===== src/sv/timed_sample_logger_unit_defines.svh =====
// ----------------------------------------------------------------------------
// Timed sample logger assertion macros
// Shared assertion shorthands. Assertions are removed when SYNTH is set.
// ----------------------------------------------------------------------------
`ifndef TIMED_SAMPLE_LOGGER_UNIT_DEFINES_SVH
`define TIMED_SAMPLE_LOGGER_UNIT_DEFINES_SVH

`ifndef SYNTH
// Condition must hold at every clock edge out of reset.
`define TSLU_ASSERT(lbl, cond, msg) \
	lbl: assert property (@(posedge clk) disable iff (!arst_n) (cond)) else $error(msg);
// Consequent must hold in the cycle after the antecedent.
`define TSLU_ASSERT_NEXT(lbl, ante, cons, msg) \
	lbl: assert property (@(posedge clk) disable iff (!arst_n) (ante) |=> (cons)) \
		else $error(msg);
`else
`define TSLU_ASSERT(lbl, cond, msg)
`define TSLU_ASSERT_NEXT(lbl, ante, cons, msg)
`endif

`endif


===== src/sv/tslu_pkg.sv =====
// ----------------------------------------------------------------------------
// Timed sample logger package
// Types, codes and constants shared by the logger front, queue and back.
// ----------------------------------------------------------------------------
package tslu_pkg;

	localparam int WORD_W     = 32;
	localparam int TIME_W     = 40;
	localparam int SMP_W      = 16;
	localparam int MASK_W     = 7;
	localparam int CFG_IDX_W  = 2;
	localparam int NUM_CHANNELS = 2;
	localparam int QUEUE_DEPTH_DEF = 2;

	// Column enables that belong to an existing channel
	localparam logic [MASK_W-1:0] CHAN_MASK = (NUM_CHANNELS >= 2) ? 7'h77 : 7'h07;

	localparam logic [WORD_W-1:0] HDR_MAGIC_A = 32'h2D5A4545;
	localparam logic [WORD_W-1:0] HDR_MAGIC_B = 32'h474F4C44;
	localparam logic [WORD_W-1:0] HDR_VERSION = 32'h00000001;

	localparam logic [MASK_W-1:0] RST_COLUMN_MASK = '0;
	localparam logic [WORD_W-1:0] RST_PERIOD_US   = 32'd1000000;
	localparam logic [WORD_W-1:0] RST_DURATION_US = 32'd60000000;
	localparam logic              RST_TRIG_IMM    = 1'b1;

	localparam logic [CFG_IDX_W-1:0] REG_COLUMN_MASK = 2'd0;
	localparam logic [CFG_IDX_W-1:0] REG_PERIOD_US   = 2'd1;
	localparam logic [CFG_IDX_W-1:0] REG_DURATION_US = 2'd2;
	localparam logic [CFG_IDX_W-1:0] REG_TRIG_IMM    = 2'd3;

	// Output word slots: seven header words, gap word, six columns
	localparam int NUM_POS = 14;
	localparam int POS_W   = 4;
	localparam logic [POS_W-1:0] POS_HDR_A    = 4'd0;
	localparam logic [POS_W-1:0] POS_HDR_B    = 4'd1;
	localparam logic [POS_W-1:0] POS_VERSION  = 4'd2;
	localparam logic [POS_W-1:0] POS_COLS     = 4'd3;
	localparam logic [POS_W-1:0] POS_PERIOD   = 4'd4;
	localparam logic [POS_W-1:0] POS_DURATION = 4'd5;
	localparam logic [POS_W-1:0] POS_UTC      = 4'd6;
	localparam logic [POS_W-1:0] POS_GAP      = 4'd7;
	localparam logic [POS_W-1:0] POS_V0       = 4'd8;
	localparam logic [POS_W-1:0] POS_I0       = 4'd9;
	localparam logic [POS_W-1:0] POS_P0       = 4'd10;
	localparam logic [POS_W-1:0] POS_V1       = 4'd11;
	localparam logic [POS_W-1:0] POS_I1       = 4'd12;
	localparam logic [POS_W-1:0] POS_P1       = 4'd13;
	localparam int NUM_HDR = 7;

	typedef enum logic [1:0] {
		ACT_INIT  = 2'd0,
		ACT_TRIG  = 2'd1,
		ACT_TICK  = 2'd2,
		ACT_ABORT = 2'd3
	} action_t;

	typedef enum logic [1:0] {
		MODE_IDLE      = 2'd0,
		MODE_ARMED     = 2'd1,
		MODE_TRIGGERED = 2'd2,
		MODE_LOGGING   = 2'd3
	} mode_t;

	typedef enum logic [1:0] {
		KIND_HEADER = 2'd0,
		KIND_GAP    = 2'd1,
		KIND_SAMPLE = 2'd2,
		KIND_STATUS = 2'd3
	} kind_t;

	typedef enum logic [2:0] {
		F_IDLE,
		F_EVAL,
		F_CMP,
		F_LIM,
		F_DIV,
		F_END,
		F_PUSH
	} fstate_t;

	// One queued job: everything the back needs to emit the words of an item
	typedef struct packed {
		logic              hdr;
		logic              smp;
		logic              err;
		mode_t             mode;
		logic [MASK_W-1:0] cols;
		logic [WORD_W-1:0] missed;
		logic [WORD_W-1:0] period;
		logic [WORD_W-1:0] duration;
		logic [WORD_W-1:0] utc;
		logic [SMP_W-1:0]  volt0;
		logic [SMP_W-1:0]  curr0;
		logic [SMP_W-1:0]  volt1;
		logic [SMP_W-1:0]  curr1;
	} job_t;

	typedef struct packed {
		logic              start;
		logic [WORD_W-1:0] dividend;
		logic [WORD_W-1:0] divisor;
	} div_req_t;

	typedef struct packed {
		logic              done;
		logic [WORD_W-1:0] quotient;
		logic [WORD_W-1:0] remainder;
	} div_rsp_t;

endpackage


===== src/sv/tslu_div.sv =====
// ----------------------------------------------------------------------------
// Timed sample logger divider
// Restoring radix-2 unsigned divider, one quotient bit per cycle.
// ----------------------------------------------------------------------------
module tslu_div (
	input  logic               clk,
	input  logic               arst_n,
	input  tslu_pkg::div_req_t req,
	output tslu_pkg::div_rsp_t rsp
);
	import tslu_pkg::*;

	localparam int CNT_W = $clog2(WORD_W);

	logic              busy_q;
	logic              done_q;
	logic [CNT_W-1:0]  cnt_q;
	logic [WORD_W-1:0] rem_q;
	logic [WORD_W-1:0] quo_q;
	logic [WORD_W-1:0] dvs_q;
	logic [WORD_W:0]   trial;
	logic [WORD_W:0]   diff;

	assign trial = {rem_q, quo_q[WORD_W-1]};
	assign diff  = trial - {1'b0, dvs_q};

	always_ff @(posedge clk or negedge arst_n) begin
		if (!arst_n) begin
			busy_q <= 1'b0;
			done_q <= 1'b0;
			cnt_q  <= '0;
		end else if (req.start) begin
			busy_q <= 1'b1;
			done_q <= 1'b0;
			cnt_q  <= '0;
		end else if (busy_q) begin
			cnt_q <= cnt_q + 1'b1;
			if (cnt_q == CNT_W'(WORD_W - 1)) begin
				busy_q <= 1'b0;
				done_q <= 1'b1;
			end
		end else begin
			done_q <= 1'b0;
		end
	end

	always_ff @(posedge clk) begin
		if (req.start) begin
			rem_q <= '0;
			quo_q <= req.dividend;
			dvs_q <= req.divisor;
		end else if (busy_q) begin
			// keep the trial value when the subtract underflows
			if (!diff[WORD_W]) begin
				rem_q <= diff[WORD_W-1:0];
				quo_q <= {quo_q[WORD_W-2:0], 1'b1};
			end else begin
				rem_q <= trial[WORD_W-1:0];
				quo_q <= {quo_q[WORD_W-2:0], 1'b0};
			end
		end
	end

	assign rsp.done      = done_q;
	assign rsp.quotient  = quo_q;
	assign rsp.remainder = rem_q;

endmodule


===== src/sv/tslu_front.sv =====
// ----------------------------------------------------------------------------
// Timed sample logger front
// Accepts actions, runs the mode and timing state and queues one job per item.
// ----------------------------------------------------------------------------
module tslu_front (
	input  logic                             clk,
	input  logic                             arst_n,
	input  logic                             in_valid,
	output logic                             in_ready,
	input  logic [1:0]                       action,
	input  logic                             start_now,
	input  logic [tslu_pkg::WORD_W-1:0]      tick_us,
	input  logic [tslu_pkg::WORD_W-1:0]      utc_seconds,
	input  logic [tslu_pkg::SMP_W-1:0]       volt_ch0,
	input  logic [tslu_pkg::SMP_W-1:0]       curr_ch0,
	input  logic [tslu_pkg::SMP_W-1:0]       volt_ch1,
	input  logic [tslu_pkg::SMP_W-1:0]       curr_ch1,
	input  logic                             cfg_we,
	input  logic [tslu_pkg::CFG_IDX_W-1:0]   cfg_idx,
	input  logic [tslu_pkg::WORD_W-1:0]      cfg_wdata,
	output logic                             push,
	output tslu_pkg::job_t                   job,
	input  logic                             full,
	output tslu_pkg::div_req_t               div_req,
	input  tslu_pkg::div_rsp_t               div_rsp
);
	import tslu_pkg::*;

	fstate_t           state_q, state_d;
	mode_t             mode_q;
	logic [WORD_W-1:0] prev_tick_q;
	logic [TIME_W-1:0] elapsed_q;
	logic [TIME_W-1:0] next_q;
	logic [WORD_W-1:0] lim_q;
	logic [WORD_W-1:0] missed_q;
	logic              hdr_q, smp_q, err_q;

	action_t           action_q;
	logic              start_now_q;
	logic [WORD_W-1:0] tick_q, utc_q;
	logic [SMP_W-1:0]  volt0_q, curr0_q, volt1_q, curr1_q;

	logic [MASK_W-1:0] mask_q;
	logic [WORD_W-1:0] period_q, duration_q;
	logic              trig_imm_q;

	logic              accept;
	logic [MASK_W-1:0] cols;
	logic              no_cols;
	logic [WORD_W-1:0] per_eff;
	logic              do_start, do_tick;
	logic              hit, lim_ge;
	logic [TIME_W-1:0] dur_ext;
	logic [WORD_W:0]   next_sum;

	assign accept   = in_valid && in_ready;
	assign cols     = mask_q & CHAN_MASK;
	assign no_cols  = (cols == '0);
	assign per_eff  = (period_q == '0) ? WORD_W'(1) : period_q;
	assign dur_ext  = {{(TIME_W-WORD_W){1'b0}}, duration_q};
	assign do_start = (action_q == ACT_INIT && trig_imm_q) ||
		(action_q == ACT_TRIG && start_now_q) ||
		(action_q == ACT_TICK && mode_q == MODE_TRIGGERED);
	assign do_tick  = (action_q == ACT_TICK) && (mode_q == MODE_LOGGING);
	assign hit      = (elapsed_q >= next_q);
	assign lim_ge   = ({{(TIME_W-WORD_W){1'b0}}, lim_q} >= next_q);
	// next sample time after a gap: lim - (lim - next) % p + p
	assign next_sum = {1'b0, lim_q - div_rsp.remainder} + {1'b0, per_eff};

	always_comb begin
		state_d = state_q;
		case (state_q)
			F_IDLE: if (accept) state_d = F_EVAL;
			F_EVAL: state_d = (!do_start && do_tick) ? F_CMP : F_PUSH;
			F_CMP:  state_d = hit ? F_LIM : F_PUSH;
			F_LIM:  state_d = lim_ge ? F_DIV : F_END;
			F_DIV:  if (div_rsp.done) state_d = F_END;
			F_END:  state_d = F_PUSH;
			F_PUSH: if (!full) state_d = F_IDLE;
			default: state_d = F_IDLE;
		endcase
	end

	always_comb begin
		in_ready         = (state_q == F_IDLE);
		push             = (state_q == F_PUSH) && !full;
		div_req.start    = (state_q == F_LIM) && lim_ge;
		div_req.dividend = lim_q - next_q[WORD_W-1:0];
		div_req.divisor  = per_eff;
	end

	always_ff @(posedge clk or negedge arst_n) begin
		if (!arst_n) begin
			state_q     <= F_IDLE;
			mode_q      <= MODE_IDLE;
			prev_tick_q <= '0;
			elapsed_q   <= '0;
			next_q      <= '0;
			mask_q      <= RST_COLUMN_MASK;
			period_q    <= RST_PERIOD_US;
			duration_q  <= RST_DURATION_US;
			trig_imm_q  <= RST_TRIG_IMM;
		end else begin
			state_q <= state_d;
			if (cfg_we) begin
				case (cfg_idx)
					REG_COLUMN_MASK: mask_q     <= cfg_wdata[MASK_W-1:0];
					REG_PERIOD_US:   period_q   <= cfg_wdata;
					REG_DURATION_US: duration_q <= cfg_wdata;
					REG_TRIG_IMM:    trig_imm_q <= cfg_wdata[0];
					default:         ;
				endcase
			end
			case (state_q)
				F_EVAL: begin
					if (do_start) begin
						if (!no_cols) begin
							// first sample lands at time zero with no gap
							mode_q      <= (per_eff > duration_q) ? MODE_IDLE : MODE_LOGGING;
							prev_tick_q <= tick_q;
							elapsed_q   <= '0;
							next_q      <= {{(TIME_W-WORD_W){1'b0}}, per_eff};
						end
					end else begin
						case (action_q)
							ACT_INIT:  if (!no_cols) mode_q <= MODE_ARMED;
							ACT_TRIG:  mode_q <= MODE_TRIGGERED;
							ACT_TICK: begin
								if (do_tick) begin
									elapsed_q   <= elapsed_q +
										{{(TIME_W-WORD_W){1'b0}}, tick_q - prev_tick_q};
									prev_tick_q <= tick_q;
								end
							end
							ACT_ABORT: mode_q <= MODE_IDLE;
							default:   ;
						endcase
					end
				end
				F_LIM: begin
					if (!lim_ge) next_q <= next_q + {{(TIME_W-WORD_W){1'b0}}, per_eff};
				end
				F_DIV: begin
					if (div_rsp.done) next_q <= {{(TIME_W-WORD_W-1){1'b0}}, next_sum};
				end
				F_END: begin
					if (next_q > dur_ext) mode_q <= MODE_IDLE;
				end
				default: ;
			endcase
		end
	end

	// job payload
	always_ff @(posedge clk) begin
		if (accept) begin
			action_q    <= action_t'(action);
			start_now_q <= start_now;
			tick_q      <= tick_us;
			utc_q       <= utc_seconds;
			volt0_q     <= volt_ch0;
			curr0_q     <= curr_ch0;
			volt1_q     <= volt_ch1;
			curr1_q     <= curr_ch1;
		end
		case (state_q)
			F_EVAL: begin
				missed_q <= '0;
				hdr_q    <= do_start && !no_cols;
				smp_q    <= do_start && !no_cols;
				err_q    <= no_cols && (do_start || action_q == ACT_INIT);
			end
			F_CMP: begin
				smp_q <= hit;
				lim_q <= (elapsed_q < dur_ext) ? elapsed_q[WORD_W-1:0] : duration_q;
			end
			F_DIV: if (div_rsp.done) missed_q <= div_rsp.quotient;
			default: ;
		endcase
	end

	always_comb begin
		job          = '0;
		job.hdr      = hdr_q;
		job.smp      = smp_q;
		job.err      = err_q;
		job.mode     = mode_q;
		job.cols     = cols;
		job.missed   = missed_q;
		job.period   = per_eff;
		job.duration = duration_q;
		job.utc      = utc_q;
		job.volt0    = volt0_q;
		job.curr0    = curr0_q;
		job.volt1    = volt1_q;
		job.curr1    = curr1_q;
	end

endmodule


===== src/sv/tslu_fifo.sv =====
// ----------------------------------------------------------------------------
// Timed sample logger job queue
// Short queue between the front and back; the head entry is read in place.
// ----------------------------------------------------------------------------
`include "timed_sample_logger_unit_defines.svh"

module tslu_fifo #(
	parameter int DEPTH = tslu_pkg::QUEUE_DEPTH_DEF
) (
	input  logic           clk,
	input  logic           arst_n,
	input  logic           push,
	input  tslu_pkg::job_t push_job,
	output logic           full,
	input  logic           pop,
	output logic           head_valid,
	output tslu_pkg::job_t head_job
);
	import tslu_pkg::*;

	localparam int PTR_W = $clog2(DEPTH);
	localparam int CNT_W = $clog2(DEPTH + 1);

	job_t             mem_q [DEPTH];
	logic [PTR_W-1:0] wr_ptr_q, rd_ptr_q;
	logic [CNT_W-1:0] count_q;

	assign full       = (count_q == CNT_W'(DEPTH));
	assign head_valid = (count_q != '0);
	assign head_job   = mem_q[rd_ptr_q];

	always_ff @(posedge clk or negedge arst_n) begin
		if (!arst_n) begin
			wr_ptr_q <= '0;
			rd_ptr_q <= '0;
			count_q  <= '0;
		end else begin
			if (push) wr_ptr_q <= (wr_ptr_q == PTR_W'(DEPTH - 1)) ? '0 : wr_ptr_q + 1'b1;
			if (pop)  rd_ptr_q <= (rd_ptr_q == PTR_W'(DEPTH - 1)) ? '0 : rd_ptr_q + 1'b1;
			if (push && !pop)      count_q <= count_q + 1'b1;
			else if (pop && !push) count_q <= count_q - 1'b1;
		end
	end

	always_ff @(posedge clk) begin
		if (push) mem_q[wr_ptr_q] <= push_job;
	end

	`TSLU_ASSERT(a_count_range, count_q <= CNT_W'(DEPTH), "queue count exceeds depth")
	`TSLU_ASSERT(a_no_overflow, !(push && full), "push into a full queue")
	`TSLU_ASSERT(a_no_underflow, !(pop && !head_valid), "pop from an empty queue")

endmodule


===== src/sv/tslu_back.sv =====
// ----------------------------------------------------------------------------
// Timed sample logger back
// Expands the head job into result words, one word per cycle when not stalled.
// ----------------------------------------------------------------------------
`include "timed_sample_logger_unit_defines.svh"

module tslu_back (
	input  logic                        clk,
	input  logic                        arst_n,
	input  logic                        q_valid,
	input  tslu_pkg::job_t              q_job,
	output logic                        pop,
	output logic                        out_valid,
	input  logic                        out_ready,
	output logic [1:0]                  kind,
	output logic [tslu_pkg::WORD_W-1:0] word,
	output logic                        error_code,
	output logic [1:0]                  mode_now,
	output logic                        last_word
);
	import tslu_pkg::*;

	logic               loaded_q;
	logic [NUM_POS-1:0] rem_q;
	logic               out_valid_q;
	kind_t              kind_q;
	logic [WORD_W-1:0]  word_q;
	logic               err_q;
	mode_t              mode_q;
	logic               last_q;

	logic [NUM_POS-1:0] en, work, low, remaining;
	logic [POS_W-1:0]   idx;
	logic               status;
	logic               advance;
	logic [SMP_W-1:0]   mul_a, mul_b;
	logic [WORD_W-1:0]  prod;
	kind_t              kind_d;
	logic [WORD_W-1:0]  word_d;

	always_comb begin
		en = '0;
		en[NUM_HDR-1:0] = {NUM_HDR{q_job.hdr}};
		en[POS_GAP] = q_job.smp;
		en[POS_V0]  = q_job.smp && q_job.cols[0];
		en[POS_I0]  = q_job.smp && q_job.cols[1];
		en[POS_P0]  = q_job.smp && q_job.cols[2];
		en[POS_V1]  = q_job.smp && q_job.cols[4];
		en[POS_I1]  = q_job.smp && q_job.cols[5];
		en[POS_P1]  = q_job.smp && q_job.cols[6];
	end

	assign work      = loaded_q ? rem_q : en;
	assign low       = work & (~work + 1'b1);
	assign remaining = work & ~low;
	assign status    = (work == '0);
	assign advance   = q_valid && (!out_valid_q || out_ready);
	assign pop       = advance && (remaining == '0);

	always_comb begin
		idx = '0;
		for (int i = NUM_POS - 1; i >= 0; i--) begin
			if (work[i]) idx = POS_W'(i);
		end
	end

	assign mul_a = (idx >= POS_V1) ? q_job.volt1 : q_job.volt0;
	assign mul_b = (idx >= POS_V1) ? q_job.curr1 : q_job.curr0;
	assign prod  = {{(WORD_W-SMP_W){1'b0}}, mul_a} * {{(WORD_W-SMP_W){1'b0}}, mul_b};

	always_comb begin
		kind_d = KIND_SAMPLE;
		word_d = '0;
		case (idx)
			POS_HDR_A:    begin kind_d = KIND_HEADER; word_d = HDR_MAGIC_A; end
			POS_HDR_B:    begin kind_d = KIND_HEADER; word_d = HDR_MAGIC_B; end
			POS_VERSION:  begin kind_d = KIND_HEADER; word_d = HDR_VERSION; end
			POS_COLS: begin
				kind_d = KIND_HEADER;
				word_d = {{(WORD_W-MASK_W){1'b0}}, q_job.cols};
			end
			POS_PERIOD:   begin kind_d = KIND_HEADER; word_d = q_job.period; end
			POS_DURATION: begin kind_d = KIND_HEADER; word_d = q_job.duration; end
			POS_UTC:      begin kind_d = KIND_HEADER; word_d = q_job.utc; end
			POS_GAP:      begin kind_d = KIND_GAP; word_d = q_job.missed; end
			POS_V0:       word_d = {{(WORD_W-SMP_W){1'b0}}, q_job.volt0};
			POS_I0:       word_d = {{(WORD_W-SMP_W){1'b0}}, q_job.curr0};
			POS_V1:       word_d = {{(WORD_W-SMP_W){1'b0}}, q_job.volt1};
			POS_I1:       word_d = {{(WORD_W-SMP_W){1'b0}}, q_job.curr1};
			POS_P0, POS_P1: word_d = prod;
			default:      word_d = '0;
		endcase
		if (status) begin
			kind_d = KIND_STATUS;
			word_d = '0;
		end
	end

	always_ff @(posedge clk or negedge arst_n) begin
		if (!arst_n) begin
			loaded_q    <= 1'b0;
			out_valid_q <= 1'b0;
		end else if (advance) begin
			loaded_q    <= !pop;
			out_valid_q <= 1'b1;
		end else if (out_ready) begin
			out_valid_q <= 1'b0;
		end
	end

	always_ff @(posedge clk) begin
		if (advance) begin
			rem_q  <= remaining;
			kind_q <= kind_d;
			word_q <= word_d;
			err_q  <= status && q_job.err;
			mode_q <= q_job.mode;
			last_q <= (remaining == '0);
		end
	end

	assign out_valid  = out_valid_q;
	assign kind       = kind_q;
	assign word       = word_q;
	assign error_code = err_q;
	assign mode_now   = mode_q;
	assign last_word  = last_q;

	`TSLU_ASSERT(a_loaded_has_job, !loaded_q || q_valid, "partly sent job left the queue")
	`TSLU_ASSERT(a_loaded_has_words, !loaded_q || (|rem_q), "partly sent job has no words left")
	`TSLU_ASSERT_NEXT(a_pop_marks_last, pop, out_valid_q && last_q, "job ended without last word")

endmodule


===== src/sv/timed_sample_logger_unit.sv =====
// ----------------------------------------------------------------------------
// Timed sample logger unit
// Periodic data-logging sequencer: header, gap count, column and status words.
// ----------------------------------------------------------------------------
// Usage:
//   Input channel (in_valid/in_ready) takes one action per transfer:
//   initiate, trigger, tick or abort, with tick counter, UTC and readings.
//   Output channel (out_valid/out_ready) returns one word per transfer;
//   last_word marks the final word of an action, mode_now the mode after it.
//   Registers are written through cfg_we/cfg_idx/cfg_wdata while idle.
// Timing:
//   The front steps a plain action through evaluate and push, a tick that does
//   not reach the next sample time through evaluate, compare and push, and one
//   that does through compare, limit, divide, end and push (limit straight to
//   end when the duration already lies below the next sample time): the gap
//   count comes from a radix-2 divider at one quotient bit per cycle. The back
//   emits one word per cycle unless out_ready stalls it, up to 14 per action.
// Reset: mode idle, times cleared, registers at their reset values; no
//   clearing pass, inputs are taken from the first cycle after reset.
// Stall: a waiting output word is held; the job queue lets the front finish
//   further actions until it fills, then in_ready stays low.
// ----------------------------------------------------------------------------
module timed_sample_logger_unit #(
	parameter int QUEUE_DEPTH = tslu_pkg::QUEUE_DEPTH_DEF
) (
	input  logic        clk,
	input  logic        arst_n,
	input  logic        in_valid,
	output logic        in_ready,
	input  logic [1:0]  action,
	input  logic        start_now,
	input  logic [31:0] tick_us,
	input  logic [31:0] utc_seconds,
	input  logic [15:0] volt_ch0,
	input  logic [15:0] curr_ch0,
	input  logic [15:0] volt_ch1,
	input  logic [15:0] curr_ch1,
	output logic        out_valid,
	input  logic        out_ready,
	output logic [1:0]  kind,
	output logic [31:0] word,
	output logic        error_code,
	output logic [1:0]  mode_now,
	output logic        last_word,
	input  logic        cfg_we,
	input  logic [1:0]  cfg_idx,
	input  logic [31:0] cfg_wdata
);
	import tslu_pkg::*;

	job_t     push_job, head_job;
	logic     push, full, pop, head_valid;
	div_req_t div_req;
	div_rsp_t div_rsp;

	tslu_front u_front (
		.clk         (clk),
		.arst_n      (arst_n),
		.in_valid    (in_valid),
		.in_ready    (in_ready),
		.action      (action),
		.start_now   (start_now),
		.tick_us     (tick_us),
		.utc_seconds (utc_seconds),
		.volt_ch0    (volt_ch0),
		.curr_ch0    (curr_ch0),
		.volt_ch1    (volt_ch1),
		.curr_ch1    (curr_ch1),
		.cfg_we      (cfg_we),
		.cfg_idx     (cfg_idx),
		.cfg_wdata   (cfg_wdata),
		.push        (push),
		.job         (push_job),
		.full        (full),
		.div_req     (div_req),
		.div_rsp     (div_rsp)
	);

	tslu_div u_div (
		.clk    (clk),
		.arst_n (arst_n),
		.req    (div_req),
		.rsp    (div_rsp)
	);

	tslu_fifo #(
		.DEPTH (QUEUE_DEPTH)
	) u_fifo (
		.clk        (clk),
		.arst_n     (arst_n),
		.push       (push),
		.push_job   (push_job),
		.full       (full),
		.pop        (pop),
		.head_valid (head_valid),
		.head_job   (head_job)
	);

	tslu_back u_back (
		.clk        (clk),
		.arst_n     (arst_n),
		.q_valid    (head_valid),
		.q_job      (head_job),
		.pop        (pop),
		.out_valid  (out_valid),
		.out_ready  (out_ready),
		.kind       (kind),
		.word       (word),
		.error_code (error_code),
		.mode_now   (mode_now),
		.last_word  (last_word)
	);

endmodule

===== config.mk =====
export PLATFORM = sky130hd
export DESIGN_NAME = timed_sample_logger_unit
export DESIGN_NICKNAME = d
export VERILOG_FILES = /design/src/sv/tslu_pkg.sv /design/src/sv/tslu_div.sv /design/src/sv/tslu_front.sv /design/src/sv/tslu_fifo.sv /design/src/sv/tslu_back.sv /design/src/sv/timed_sample_logger_unit.sv
export VERILOG_INCLUDE_DIRS = /design/src /design/src/sv
export SDC_FILE = /design/constraint.sdc
export NUM_CORES = 2
export LEC_CHECK = 0
export BUFFER_PORTS_ARGS = -buffer_cell sky130_fd_sc_hd__buf_2
export CAP_MARGIN = 20
export CORE_ASPECT_RATIO = 1.75
export CORE_UTILIZATION = 60
export CTS_CLUSTER_DIAMETER = 60
export DETAILED_ROUTE_END_ITERATION = 12
export PLACE_DENSITY = 0.77
export SLEW_MARGIN = 20
export SYNTH_ARGS = -nofsm -noshare
export SYNTH_HDL_FRONTEND = slang
export SYNTH_HIERARCHICAL = 1
export SYNTH_SLANG_ARGS = --single-unit

===== constraint.sdc =====
create_clock -name clk -period 13.6 [get_ports clk]
set_input_delay 1.36 -clock clk [delete_from_list [all_inputs] [get_ports clk]]
set_output_delay 1.36 -clock clk [all_outputs]
set_load 0.01 [all_outputs]

## Word level (Yosys, flattened, before mapping)

Memories as Yosys holds them, arrays and structs flattened.
Index checks and enable logic that the tools add are counted.

| storage, ports and cells | value |
|---|---|
| bits in read-only memories | 0 |
| output and inout bits | 40 |
| register bits | 548 |
| bits in writable memories | 406 |
| bits in latches | 0 |
| memories kept | 1 |
| input bits | 170 |

Memories:

| name | words | bits a word | rd ports | clocked after memory_dff | wr ports | line | RTL |
|---|---|---|---|---|---|---|---|
| u_fifo.mem_q | 2 | 203 | 1 | 0 | 1 | tslu_fifo.sv:24 | `job_t mem_q [DEPTH];` |

| operators by class | value |
|---|---|
| $mul | 1 |
| reductions and logical operators | 60 |
| div/mod/pow operators | 0 |
| shifts and indexed selects | 0 |
| mux-type cells | 71 |
| magnitude comparators | 6 |
| bitwise gates (word level) | 4 |
| add/sub/neg operators | 13 |
| eq/ne operators | 41 |

Operators by type and width:

| kind | count |
|---|---|
| 32-bit one-hot mux with 13 select lines | 1 |
| 32-bit two-way mux | 10 |
| 40-bit two-way mux | 8 |
| 40-bit one-hot mux with 3 select lines | 1 |
| 32-bit subtractor | 3 |
| 40-bit by 32-bit adder with 40-bit output | 2 |
| 32-bit one-hot mux with 2 select lines | 1 |
| 4-bit two-way mux | 14 |
| 32-bit by 40-bit greater-or-equal comparator with 1-bit output | 1 |
| 40-bit greater-or-equal comparator | 1 |
| 40-bit by 32-bit greater-than comparator with 1-bit output | 1 |
| 40-bit by 32-bit < comparator with 1-bit output | 1 |
| 32-bit by 32-bit adder with 33-bit output | 1 |
| 33-bit by 32-bit subtractor with 33-bit output | 1 |
| 32-bit greater-than comparator | 1 |
| 32-bit zero test | 1 |
| 16-bit by 16-bit multiplier with 32-bit output | 1 |
| 16-bit two-way mux | 2 |
| 14-bit AND | 2 |
| 14-bit zero test | 2 |
| 14-bit inverter | 2 |
| 4-bit equality test, second input constant | 6 |
| 1-bit logical AND | 21 |
| 3-bit one-hot mux with 7 select lines | 1 |
| 41 further kinds | 111 |

## Depth between registers and ports, before layout

An unclocked memory read counts as a cell.

| depth | value |
|---|---|
| depth after elaboration | 21 |
| depth in mapped cells | 34 |
| depth with buffers taken out | 28 |

## By module

Netlist, hierarchy kept.

By module, submodules not included:

| module | instances | area an instance (µm²) | cells each |
|---|---|---|---|
| tslu_front | 1 | 27610.2 | 2749 |
| tslu_fifo | 1 | 15528.6 | 651 |
| tslu_back | 1 | 12768.5 | 1426 |
| tslu_div | 1 | 5876.9 | 551 |

## Least setup slack after synthesis

Ideal clock, no wire load.

| timing path | value |
|---|---|
| path kind | register -> register |
| start | reg u_front.state_q[2] |
| end | mem u_fifo/mem_q[0][0] (netlist name) (enable) |
| data arrival time | 9.956 ns |
| cell stages (with the launch flop) | 5 |
| clock period less this slack | 10.752 ns |
| path buffers | 1 |
| path slack | 2.848 ns |
| data required time | 12.804 ns |
| path through | dfrtp_1 clkbuf_1 nor2b_1 and3b_1 nor2b_1 |

| on the way | value |
|---|---|
| word-level cells in the longest chain between the ends | 4 |

Ends and longest elaborated chain:

| item | line | RTL |
|---|---|---|
| start: declaration | tslu_front.sv:29 | `fstate_t state_q, state_d;` |
| start signal: assignment | tslu_front.sv:104 | `state_q <= state_d;` |
| 3-bit equality test | tslu_front.sv:86 | `push = (state_q == F_PUSH) && !full;` |
| 1-bit logical AND | tslu_front.sv:86 |  |
| via push | timed_sample_logger_unit.sv:52 | `logic push, full, pop, head_valid;` |
| 1-bit two-way mux | tslu_fifo.sv:46 | `if (push) mem_q[wr_ptr_q] <= push_job;` |
| 1-bit two-way mux (not written as such) | tslu_fifo.sv:46 |  |
| end: declaration | tslu_fifo.sv:24 |  |

The timed path passes the listed nets, and every way through them passes these cells.

==> flow_summary.json <==
{
  "cts.path.max_buffers": 3,
  "via_count": 43613,
  "synthXorXnorAreaFrac_pct": 3.10,
  "yosysUniqueCellTypes": 122,
  "cts-buffers-inserted": 89,
  "syn_area_um2": 61800,
  "track_usage_pct": 37.3,
  "syn_inst": 5377,
  "seq_area_frac_synth_pct": 44.3,
  "r2r_slack_ps": 3150,
  "synth_ff_type": "edfxtp_1",
  "fp.dieH_um": 427,
  "fin_crit_sh_pct": 76.8,
  "ys_seq_elements": 954,
  "cts_tree": "yes",
  "timing.rr.end": "u_back/word[25]",
  "cts_resized": 0,
  "grt_pass1_vias": 45568,
  "min_from": "u_front/missed_q[3]",
  "worstHoldPathType": "reg2reg",
  "cap_violations": 0,
  "antenna_found_initial": 2,
  "synth_top_area_cell": "edfxtp_1",
  "avgSynthCellArea_um2": 11.5,
  "syn_to_final_growth_pct": 8.06,
  "core_area_um2": 102000,
  "r2r_cells": 28,
  "synth.area.top_cells": "edfxtp_1 35%, ha_1 9.5%, dfrtp_1 7.4%, fa_1 6.5%, mux2_2 4.6%",
  "initial_core_util_pct": 60.6,
  "wl_um": 193000,
  "hold_path_end": "u_fifo/mem_q[0][163]",
  "maxSlewViolCount": 0,
  "drc_errors": 0,
  "r2r_start": "u_fifo/rd_ptr_q",
  "clock.fmax_ghz": 0.0957,
  "yosys.area_share.simple_pct": 9.63,
  "netlist.area_leader.share_pct": 35.0,
  "cpLargestDelayFamily": "compound AO/OA/AOI/OAI gates",
  "wl_per_cell_um": 28.0,
  "htreeDepth": 3,
  "synthAdderAreaFrac_pct": 16.0,
  "cpPeakStageDelay_ps": 910,
  "synth_top_family_by_area": "adder cells",
  "synth_nets": 6217,
  "via_per_inst": 6.31,
  "synthMuxAreaShare_pct": 9.91,
  "critPathBufInv": 5,
  "dr_wl_met2_um": 101000,
  "relSlewSlack_pct": 16.8,
  "drt_iter0_drc": 3142,
  "crit_path_frequent_cell": "fa_1",
  "ys_warn_count": 6,
  "rows": 155,
  "hold_viol_final": 0,
  "clock_skew_ps": 74.9,
  "grt_overflow": 0,
  "die_w_um": 245,
  "cts.sinks": 954,
  "fin_util_pct": 65.4,
  "synth-edff-count": 721,
  "rsz0062_at_grt": "no",
  "finalSetupTns_ps": 0,
  "status": "finished, final reports clean",
  "insertion_delay_ps": 760,
  "cts_hold_buf": 0,
  "holdPathStages": 0,
  "cp_slowest_cell": "dfrtp_4",
  "wl_met3_um": 9710,
  "end_kind": "register",
  "post_cts_buffers": 0,
  "wl_met1_um": 60800,
  "path_class": "reg2reg",
  "gp_congestion": 1.02,
  "grt_start_max_net_pins": 130,
  "cts.clk_slew.worst_paths_ps": 70,
  "grt_pass1_wl_um": 281000,
  "synthArstFlopShare_pct": 21.1,
  "cp_max_fo": 42,
  "drtPass1Iterations": 10,
  "synth-compound-area-share_pct": 12.2,
  "root_buffer": "clkbuf_16",
  "drive_gt1_share_pct": 16.9,
  "io_buffers": 209,
  "worstSetupStartpointType": "register",
  "num_io_pins": 210,
  "crit_required_ps": 14060,
  "nets": 6343,
  "timing.critical_path.arrival_ps": 10910,
  "fin_crit_ps": 10450,
  "dieArea_um2": 104000,
  "tightest_slew_ps": 1250,
  "antenna_left": 0,
  "dr.max_layer_used": "met4",
  "setup_violations": 0,
  "hpwlAfterDp_um": 152000
}
## per-layer routing
metal	GRT usage [%]	up-vias
met1	35.2	21573
met3	5.23	682
met4	35.2	0
met5	0	-
met2	68.6	1654
li1	-	19704
## cells in the mapped netlist, types with 26 or more instances
| cell | instances |
|---|---|
| nor4_1 | 26 |
| nand2_1 | 424 |
| nand2b_1 | 35 |
| nand4_1 | 47 |
| a21oi_1 | 291 |
| and2_1 | 59 |
| nor2b_1 | 42 |
| clkbuf_1 | 105 |
| dfxtp_1 | 32 |
| nor2_1 | 347 |
| mux2_2 | 250 |
| nand3_1 | 83 |
| mux2i_1 | 72 |
| and3_1 | 30 |
| buf_6 | 34 |
| xor2_1 | 68 |
| fa_1 | 201 |
| a22oi_1 | 34 |
| buf_2 | 48 |
| dfrtp_1 | 183 |
| o21a_1 | 53 |
| ha_1 | 469 |
| o211ai_1 | 32 |
| buf_4 | 42 |
| nor3_1 | 54 |
| o21bai_1 | 26 |
| a221oi_1 | 32 |
| o22ai_1 | 27 |
| a21o_1 | 143 |
| a211oi_1 | 44 |
| edfxtp_1 | 721 |
| or3_1 | 26 |
| a31oi_1 | 42 |
| inv_1 | 431 |
| xnor2_1 | 151 |
| mux2_4 | 160 |
| o21ai_0 | 182 |
## cells in the final DEF, fill, tap and decap left out, drive strengths merged, types with 15 or more instances in the layout
cell type,n
xor2,68
o21a,53
a211oi,49
a31oi,43
nor4,27
o22ai,28
a211o,15
buf,268
nor3,56
and2,59
nor2b,43
a221oi,33
o21ai,195
a22oi,35
nand4,48
o21bai,27
mux2i,82
inv,434
dfrtp,183
nand3,83
a21oi,310
nand2,425
clkbuf,110
xnor2,151
o211ai,35
ha,469
a21o,143
fa,201
dfstp,18
and3,30
clkinv,39
edfxtp,721
nor2,360
nand2b,35
or3,26
dfxtp,32
mux2,411
## worst reg2reg max path, delay by kind of cell, from the launching register on
family | cells | cell delay, ps
AOI/OAI and AO/OA | 10 | 3400
adders and majority gates | 7 | 3170
buffers and inverters | 5 | 930
DFF | 1 | 910
muxes | 2 | 1030
and+or+nand+nor | 4 | 750
## metrics by stage
stage	hold WS (ps)	instance area [um^2]	instances	setup WS (ps)
finish	444	66800	6914	3150
global route	437	66800	6911	2730
CTS	433	66700	6909	3240
detailed placement	430	63700	6745	3250
global placement	422	63700	6745	3410
floorplan	421	61800	5377	2850
## cell families (layout without fill, tap and decap cells)
| logic type | after synthesis | count (layout) |
|---|---|---|
| simple gates | 1256 | 1256 |
| compound gates | 1117 | 1117 |
| flops | 954 | 954 |
| fa+ha+maj | 670 | 670 |
| buf+inv | 667 | 866 |
| mux | 493 | 493 |
| xor+xnor | 219 | 219 |
| other cells | 1 | 5 |
## registers in the layout, indices dropped and copies added, names as in the netlist, 32 cells and up
| name | count |
|---|---|
| u_div/quo_q | 32 |
| u_div/dvs_q | 32 |
| u_front/lim_q | 32 |
| u_front/utc_q | 32 |
| u_front/elapsed_q | 40 |
| u_front/period_q | 32 |
| u_front/prev_tick_q | 32 |
| u_div/rem_q | 32 |
| u_fifo/mem_q | 408 |
| u_front/duration_q | 32 |
| u_front/tick_q | 32 |
| u_front/next_q | 40 |
| u_front/missed_q | 32 |
| u_back/word | 32 |
## layout make-up
class	instances	area, um^2
well taps	1334	1670
fillers	7822	35200
clock inverters	55	654
clock buffers	109	2350
flip-flops and latches	954	27300
inverters	433	1630
multi-input cells	3756	31600
diodes	4	10.0
repair buffers	269	1530
## worst max-delay path by stage
stage,startpoint,to,slack (ps),depth (start not counted)
floorplan,u_front/state_q[2],u_fifo/mem_q[0][0],2850,4
global placement,u_fifo/rd_ptr_q,u_back/word[25],3410,28
detailed placement,u_fifo/rd_ptr_q,u_back/word[25],3250,27
CTS,u_fifo/rd_ptr_q,u_back/word[25],3240,27
global route,u_fifo/rd_ptr_q,u_back/word[25],2730,27
finish,u_fifo/rd_ptr_q,u_back/word[25],3150,28
Power is left out: the tool's default activity adds up to more than one toggle a clock period on the data nets, which glitch-free logic cannot reach.
